File: src/sti_pkg.sv
`timescale 1ns / 1ps
// Shared constants, status codes and controller/datapath interface types
// for the sorted table. No dependencies.
package sti_pkg;

    // Table depth and derived widths.
    localparam int CAPACITY    = 16;
    localparam int IDX_W       = (CAPACITY > 1) ? $clog2(CAPACITY) : 1;
    localparam int CNT_W       = $clog2(CAPACITY + 1);

    // Fixed field widths.
    localparam int KEY_W       = 32;
    localparam int ID_W        = 16;
    localparam int STATUS_W    = 2;
    localparam int COUNT_OUT_W = 5;

    // Command codes.
    localparam logic CMD_INSERT = 1'b0;
    localparam logic CMD_FIND   = 1'b1;

    // Result status codes.
    localparam logic [STATUS_W-1:0] ST_INSERTED  = 2'd0;
    localparam logic [STATUS_W-1:0] ST_FOUND     = 2'd1;
    localparam logic [STATUS_W-1:0] ST_NOT_FOUND = 2'd2;
    localparam logic [STATUS_W-1:0] ST_FULL      = 2'd3;

    // Commands from the controller to the datapath.
    typedef struct packed {
        logic load;     // capture the command and restart the scan
        logic advance;  // step the scan to the next entry
        logic commit;   // finish the command and register its result
    } sti_ctl_t;

    // Status from the datapath to the controller.
    typedef struct packed {
        logic is_find;  // latched command is a find
        logic full;     // table holds CAPACITY entries
        logic at_end;   // scan index has reached the entry count
        logic hit;      // entry under the scan index decides the command
    } sti_stat_t;

endpackage

File: src/sti_ctrl.sv
`timescale 1ns / 1ps
// Controller for the sorted table: sequences the entry scan of one command.
// Depends on sti_pkg.
module sti_ctrl (
    input  logic              clk,
    input  logic              rst_n,
    input  logic              start,
    input  sti_pkg::sti_stat_t stat,
    output sti_pkg::sti_ctl_t  ctl,
    output logic              busy
);

    localparam logic S_IDLE = 1'b0;
    localparam logic S_SCAN = 1'b1;

    logic state_reg;
    logic state_next;

    always_comb
    begin
        ctl        = '0;
        state_next = state_reg;
        unique case (state_reg)
            S_IDLE:
            begin
                if (start)
                begin
                    ctl.load   = 1'b1;
                    state_next = S_SCAN;
                end
            end
            S_SCAN:
            begin
                // A full table ends an insert at once; otherwise the scan stops
                // at the deciding entry or past the last entry.
                priority if ((stat.full && !stat.is_find) || stat.at_end || stat.hit)
                begin
                    ctl.commit = 1'b1;
                    state_next = S_IDLE;
                end
                else
                begin
                    ctl.advance = 1'b1;
                end
            end
            default:
            begin
                state_next = S_IDLE;
            end
        endcase
    end

    always_ff @(posedge clk or negedge rst_n)
    begin
        if (!rst_n)
        begin
            state_reg <= S_IDLE;
        end
        else
        begin
            state_reg <= state_next;
        end
    end

    assign busy = (state_reg == S_SCAN);

endmodule

File: src/sti_datapath.sv
`timescale 1ns / 1ps
// Datapath for the sorted table: entry storage, scan index, key and id
// compare, shift-insert and the result registers. Depends on sti_pkg.
module sti_datapath (
    input  logic                                  clk,
    input  logic                                  rst_n,
    input  sti_pkg::sti_ctl_t                     ctl,
    output sti_pkg::sti_stat_t                    stat,
    input  logic                                  cmd,
    input  logic [sti_pkg::ID_W-1:0]              item_id,
    input  logic signed [sti_pkg::KEY_W-1:0]      sort_key,
    input  logic                                  cfg_wr,
    input  logic                                  cfg_descending,
    output logic                                  done,
    output logic [sti_pkg::STATUS_W-1:0]          status,
    output logic signed [sti_pkg::KEY_W-1:0]      matched_key,
    output logic [sti_pkg::COUNT_OUT_W-1:0]       entry_count
);

    // Table storage, one cell per entry.
    logic signed [sti_pkg::KEY_W-1:0] keys_reg [sti_pkg::CAPACITY];
    logic        [sti_pkg::ID_W-1:0]  ids_reg  [sti_pkg::CAPACITY];

    // Latched command.
    logic                              cmd_reg;
    logic [sti_pkg::ID_W-1:0]          id_reg;
    logic signed [sti_pkg::KEY_W-1:0]  key_reg;

    // Control state.
    logic [sti_pkg::CNT_W-1:0] idx_reg;
    logic [sti_pkg::CNT_W-1:0] idx_next;
    logic [sti_pkg::CNT_W-1:0] count_reg;
    logic [sti_pkg::CNT_W-1:0] count_next;
    logic                      desc_reg;
    logic                      done_reg;

    // Result registers.
    logic [sti_pkg::STATUS_W-1:0]        status_reg;
    logic [sti_pkg::STATUS_W-1:0]        status_next;
    logic signed [sti_pkg::KEY_W-1:0]    matched_key_reg;
    logic signed [sti_pkg::KEY_W-1:0]    matched_key_next;
    logic [sti_pkg::COUNT_OUT_W-1:0]     entry_count_reg;
    logic [sti_pkg::COUNT_OUT_W-1:0]     entry_count_next;

    logic [sti_pkg::IDX_W-1:0]         idx_sel;
    logic signed [sti_pkg::KEY_W-1:0]  cur_key;
    logic [sti_pkg::ID_W-1:0]          cur_id;
    logic                              is_find;
    logic                              full;
    logic                              at_end;
    logic                              goes_before;
    logic                              hit;
    logic                              ins_write;

    assign idx_sel = idx_reg[sti_pkg::IDX_W-1:0];
    assign cur_key = keys_reg[idx_sel];
    assign cur_id  = ids_reg[idx_sel];

    assign is_find = (cmd_reg == sti_pkg::CMD_FIND);
    assign full    = (count_reg == sti_pkg::CNT_W'(sti_pkg::CAPACITY));
    assign at_end  = (idx_reg == count_reg);

    // The new entry goes in front of the first entry that sorts after it, so
    // it lands behind all entries with an equal key.
    assign goes_before = desc_reg ? (key_reg > cur_key) : (key_reg < cur_key);
    assign hit = !at_end && (is_find ? (cur_id == id_reg) : goes_before);

    assign stat.is_find = is_find;
    assign stat.full    = full;
    assign stat.at_end  = at_end;
    assign stat.hit     = hit;

    assign ins_write = ctl.commit && !is_find && !full;

    always_comb
    begin
        idx_next = idx_reg;
        if (ctl.load)
        begin
            idx_next = '0;
        end
        else if (ctl.advance)
        begin
            idx_next = idx_reg + sti_pkg::CNT_W'(1);
        end
    end

    assign count_next = ins_write ? (count_reg + sti_pkg::CNT_W'(1)) : count_reg;

    always_comb
    begin
        if (is_find)
        begin
            status_next = hit ? sti_pkg::ST_FOUND : sti_pkg::ST_NOT_FOUND;
        end
        else
        begin
            status_next = full ? sti_pkg::ST_FULL : sti_pkg::ST_INSERTED;
        end
        matched_key_next = (is_find && hit) ? cur_key : '0;
        entry_count_next = sti_pkg::COUNT_OUT_W'(count_next);
    end

    always_ff @(posedge clk or negedge rst_n)
    begin
        if (!rst_n)
        begin
            idx_reg   <= '0;
            count_reg <= '0;
            desc_reg  <= 1'b0;
            done_reg  <= 1'b0;
        end
        else
        begin
            idx_reg   <= idx_next;
            count_reg <= count_next;
            done_reg  <= ctl.commit;
            if (cfg_wr)
            begin
                desc_reg <= cfg_descending;
            end
        end
    end

    always_ff @(posedge clk)
    begin
        if (ctl.load)
        begin
            cmd_reg <= cmd;
            id_reg  <= item_id;
            key_reg <= sort_key;
        end
        if (ctl.commit)
        begin
            status_reg      <= status_next;
            matched_key_reg <= matched_key_next;
            entry_count_reg <= entry_count_next;
        end
    end

    // Each cell either takes the new entry, takes its left neighbor when the
    // insert opens a gap in front of it, or holds.
    for (genvar j = 0; j < sti_pkg::CAPACITY; j++)
    begin : g_cell
        if (j == 0)
        begin : g_head
            always_ff @(posedge clk)
            begin
                if (ins_write && (idx_reg == sti_pkg::CNT_W'(j)))
                begin
                    keys_reg[j] <= key_reg;
                    ids_reg[j]  <= id_reg;
                end
            end
        end
        else
        begin : g_body
            always_ff @(posedge clk)
            begin
                if (ins_write)
                begin
                    if (idx_reg == sti_pkg::CNT_W'(j))
                    begin
                        keys_reg[j] <= key_reg;
                        ids_reg[j]  <= id_reg;
                    end
                    else if ((sti_pkg::CNT_W'(j) > idx_reg) &&
                             (sti_pkg::CNT_W'(j) <= count_reg))
                    begin
                        keys_reg[j] <= keys_reg[j-1];
                        ids_reg[j]  <= ids_reg[j-1];
                    end
                end
            end
        end
    end

    assign done        = done_reg;
    assign status      = status_reg;
    assign matched_key = matched_key_reg;
    assign entry_count = entry_count_reg;

endmodule

File: src/sorted_table_insert_find_top.sv
`timescale 1ns / 1ps
// Top level of the sorted table with insert and find by id.
// Depends on sti_pkg, sti_ctrl and sti_datapath.

// The block keeps up to 16 entries (id and signed key) in key order and
// takes one command at a time: raise start with cmd, item_id and sort_key
// while busy is low, and the command is taken at that clock edge. The
// controller then walks the table one entry per clock through a single
// read port and key/id comparator, and busy stays high until the scan
// stops at the deciding entry or runs past the n entries held, or at
// once for an insert into a full table. The result appears in the same
// cycle that busy goes low, and a new command can be taken in that
// same cycle. The result is shown for exactly one cycle, marked by
// done, and the receiver cannot stall it: status, matched_key and
// entry_count are valid only while done is high. An insert places the
// entry behind all entries with an equal key;
// a find returns the first entry in table order with the id. The order
// register (descending) is written through the cfg_valid / cfg_ready
// transaction, which is always ready; write it only while no command is
// in flight. Changing the order does not resort entries already held.
module sorted_table_insert_find_top (
    input  logic                              clk,
    input  logic                              rst_n,
    // Command channel.
    input  logic                              start,
    output logic                              busy,
    input  logic                              cmd,
    input  logic [sti_pkg::ID_W-1:0]          item_id,
    input  logic signed [sti_pkg::KEY_W-1:0]  sort_key,
    // Order register write channel.
    input  logic                              cfg_valid,
    output logic                              cfg_ready,
    input  logic                              descending,
    // Result channel.
    output logic                              done,
    output logic [sti_pkg::STATUS_W-1:0]      status,
    output logic signed [sti_pkg::KEY_W-1:0]  matched_key,
    output logic [sti_pkg::COUNT_OUT_W-1:0]   entry_count
);

    sti_pkg::sti_ctl_t  ctl;
    sti_pkg::sti_stat_t stat;

    // The order register has no side effects on a write, so the channel
    // completes a transaction in every cycle that valid is high.
    assign cfg_ready = 1'b1;

    sti_ctrl u_ctrl (
        .clk   (clk),
        .rst_n (rst_n),
        .start (start),
        .stat  (stat),
        .ctl   (ctl),
        .busy  (busy)
    );

    sti_datapath u_datapath (
        .clk            (clk),
        .rst_n          (rst_n),
        .ctl            (ctl),
        .stat           (stat),
        .cmd            (cmd),
        .item_id        (item_id),
        .sort_key       (sort_key),
        .cfg_wr         (cfg_valid && cfg_ready),
        .cfg_descending (descending),
        .done           (done),
        .status         (status),
        .matched_key    (matched_key),
        .entry_count    (entry_count)
    );

endmodule

File: config.mk
export PLATFORM = sky130hd
export DESIGN_NAME = sorted_table_insert_find_top
export DESIGN_NICKNAME = d
export VERILOG_FILES = /design/src/sti_pkg.sv /design/src/sti_ctrl.sv /design/src/sti_datapath.sv /design/src/sorted_table_insert_find_top.sv
export SDC_FILE = /design/constraint.sdc
export NUM_CORES = 1
export LEC_CHECK = 0
export CAP_MARGIN = 20
export CORE_MARGIN = 5
export CORE_UTILIZATION = 35
export CTS_CLUSTER_SIZE = 10
export DETAILED_ROUTE_END_ITERATION = 8
export DONT_BUFFER_PORTS = 1
export PLACE_DENSITY_LB_ADDON = 0.08
export RECOVER_POWER = 25
export SETUP_SLACK_MARGIN = 0.3
export SLEW_MARGIN = 20
export SYNTH_ARGS = -nofsm -noshare
export SYNTH_HDL_FRONTEND = slang
export SYNTH_HIERARCHICAL = 1
export SYNTH_SLANG_ARGS = --single-unit
File: constraint.sdc
create_clock -name clk -period 37.5 [get_ports clk]
set_input_delay 0 -clock clk [delete_from_list [all_inputs] [get_ports clk]]
set_output_delay 0 -clock clk [all_outputs]
set_load 0.005 [all_outputs]
==> flow_summary.yaml <==
run_status:
  status: "complete, but fails checks"
  violations: "max-capacitance violations, max-slew violations"
logic_synthesis:
  synthCells: 2396
  ys_top_cells_by_area: "edfxtp_1 (60%), mux2_2 (19%), mux4_2 (11%)"
  yosys_warnings: 6
  async_reset_ff_frac: 0.0150
  syn_area_per_cell_um2: 17.8
  yosys.area.top_type: "edfxtp_1"
  synth_seq_area_share: 0.609
  synth_top_area_frac: 0.601
  syn-cell-area_um2: 42700
  ys_seq_elements: 869
  yosysMostFrequentCell: "edfxtp_1"
  yosys.cell_types.count: 63
  synth_edf_count: 856
  ys.flop_type: "edfxtp_1"
  synth_top_cells_by_count: "edfxtp_1 (856), mux2_2 (711), mux4_2 (214)"
  syn_nets: 2488
route:
  routed_wl_mm: 142
  via_count: 23800
  drt_first_pass_iters: 5
  drt_first_iter_violations: 2005
  wl_met1_mm: 64.1
  via_per_inst: 5.72
  drc: 0
  ant_nets: 0
  top_layer_used: "met5"
  wl_met3_mm: 6.69
  met2WireLength_mm: 67.7
  wl_per_cell_um: 34.2
critical_path:
  cpMostUsedCell: "clkbuf_1"
  critPathCaptureType: "flop"
  crit_arrival_ps: 21600
  path_cells: "clkbuf_1 -> clkbuf_1 -> mux4_2 -> mux2i_1 -> mux2i_1 -> xnor2_1 -> nand4_1 -> nor4_1 -> clkbuf_1 -> a211o_1 -> nor2_1 -> a21boi_4 -> nor3b_1 -> and2_0 -> nand2_1 -> o21ai_0 -> buf_4"
  crit_fanout: 98
  critical_path.startpoint_type: "flop"
  ff2ff_setup_slack_ps: 16210
  crit_type: "flop to flop"
  critPathMaxStageDelay_ps: 6500
  cp.required_ps: 37810
  cp_slowest_cell: "clkbuf_1"
cells_and_area:
  layout.cells.non_filler: 4163
  area_growth_syn_to_layout_pct: 14.0
  final-seq-area_um2: 26000
  largest_register_ffs: 512
  final_core_utilization: 0.401
  fillers: 10900
  multi_input_area_um2: 15900
  design_area_um2: 48700
  fin_nets: 2564
  drive_gt1_frac: 0.446
flow_run:
  maxCapViolations: 18
timing:
  period_share: 0.568
  hold_viol: 0
  relSlewSlack: -5.04
  fmax_mhz: 47.0
  rsz0062_at_grt: "no"
  skew_ps: 34.2
  period_needed_ps: 21290
  slew_violations: 487
  finalSetupViolations: 0
  worst_pin_slew_ps: 9060
  setup-tns-final_ps: 0
clocking:
  numCtsBuffers: 105
  ctsHoldBuffers: 104
  cts_resized: 0
  cts_setup_buffers: 0
  clockBufferDepth: 3
  clk_latency_ps: 720
  cts_tree: "built"
  ctsRootBufferMaster: "clkbuf_16"
  cts.htree.levels: 3
  cts_sinks: 869
  clk_pin_slew_ps: 60
place:
  dpl_cell_area_um2: 44800
  portBuffers: 0
  dpl.hpwl_mm: 77.5
  finalWeightedCongestion: 0.791
  dp.cells: 3886
grt:
  grt_pass1_wl_mm: 200
  antenna_found_initial: 3
  grt.total_usage: 0.216
  grt_max_degree: 136
  grt_pass1_vias: 25000
  gr-total-overflow: 0
floorplanning:
  dieArea_um2: 129000
  num_rows: 128
  io_pins: 96
  core_region_area_um2: 122000
  die_w_um: 359
  start_util: 0.352
  die_height_um: 359
worst_hold_path:
  hp-class: "primary input to flop"
power_and_ir_drop:
  leakage_nw: 15.3
  power_density_nw_per_um2: 68.5
  vdd_ir_drop_max_mv: 0.0456
## through the flow
step / hold slack [ps] / setup WS, ps / power (mW)
CTS: 374 / 27540 / 3.36
floorplan: -296 / 25600 / 2.01
finish: 433 / 16210 / 3.34
detailed placement: -288 / 27560 / 2.38
global placement: -287 / 27710 / 2.37
global route: 413 / 14370 / 3.48
## worst max-delay path: cells and delay by family (launching register included)
kind,cells,cell delay [ps]
AO/OA/AOI/OAI,3,3290
XOR/XNOR,1,470
buffers and inverters,4,12000
flip-flops,1,2290
multiplexers,3,760
AND/OR/NAND/NOR,6,1870
## layout by cell type, fill, tap and decap left out, types with 6 or more instances in the layout
master,instances
ha_1,38
buf_4,46
edfxtp_1,856
inv_1,39
nor2_1,22
mux2_2,711
clkinv_1,13
mux2i_1,30
mux4_2,214
o21a_1,7
clkbuf_16,110
o21ai_0,24
a21oi_1,20
xnor2_1,20
and2_0,30
clkinv_2,6
mux4_1,13
nand3_1,11
xor2_1,14
nand2_1,32
dfrtp_1,10
nor3_1,10
nand4_1,9
clkbuf_1,52
dlygate4sd3_1,104
## final timing paths
check / start / endpoint / depth (start not counted)
max: u_datapath/idx_reg[1]$_DFFE_PN0P_ / u_datapath/ids_reg[10][3]$_DFFE_PP_ / 17
min: sort_key[17] / u_datapath/key_reg[17]$_DFFE_PP_ / 2
max reg2reg: u_datapath/idx_reg[1]$_DFFE_PN0P_ / u_datapath/ids_reg[10][3]$_DFFE_PP_ / 17
min reg2reg: u_datapath/keys_reg[6][0]$_DFFE_PP_ / u_datapath/keys_reg[7][0]$_DFFE_PP_ / 2
max in group asynchronous: rst_n / u_datapath/idx_reg[3]$_DFFE_PN0P_ / 2
min in group asynchronous: rst_n / u_datapath/idx_reg[2]$_DFFE_PN0P_ / 2
## where the power goes
| part | internal [mW] | switching, mW | total (mW) | leakage (nW) |
|---|---|---|---|---|
| Combinational | 0.449 | 0.526 | 0.974 | 5.82 |
| Clock | 0.555 | 0.406 | 0.961 | 1.51 |
| Sequential | 1.27 | 0.134 | 1.40 | 7.92 |
## kinds of logic after synthesis
group           after synthesis  synth area share
flops                       869             0.609
simple gates                159            0.0208
mux                         968             0.315
xor+xnor                     34           0.00697
compound gates               85            0.0124
fa+ha+maj                    38            0.0111
other cells                   1         0.0000877
buf+inv                     242            0.0244
## per-layer routing
layer  up-vias  track usage
met5         -            0
met4         2       0.0571
met3       210       0.0339
met2       669        0.353
met1     13100        0.303
li1       9798            -
## area by class of cell
| type | instances | area share |
|---|---|---|
| well taps | 1625 | 0.0417 |
| clock inverters | 23 | 0.00390 |
| multi-input cells | 1285 | 0.326 |
| diodes | 2 | 0.000103 |
| flip-flops and latches | 869 | 0.534 |
| clock buffers | 148 | 0.0600 |
| repair buffers | 170 | 0.0308 |
| inverters | 41 | 0.00316 |
Power figures use the tool's default switching activity.
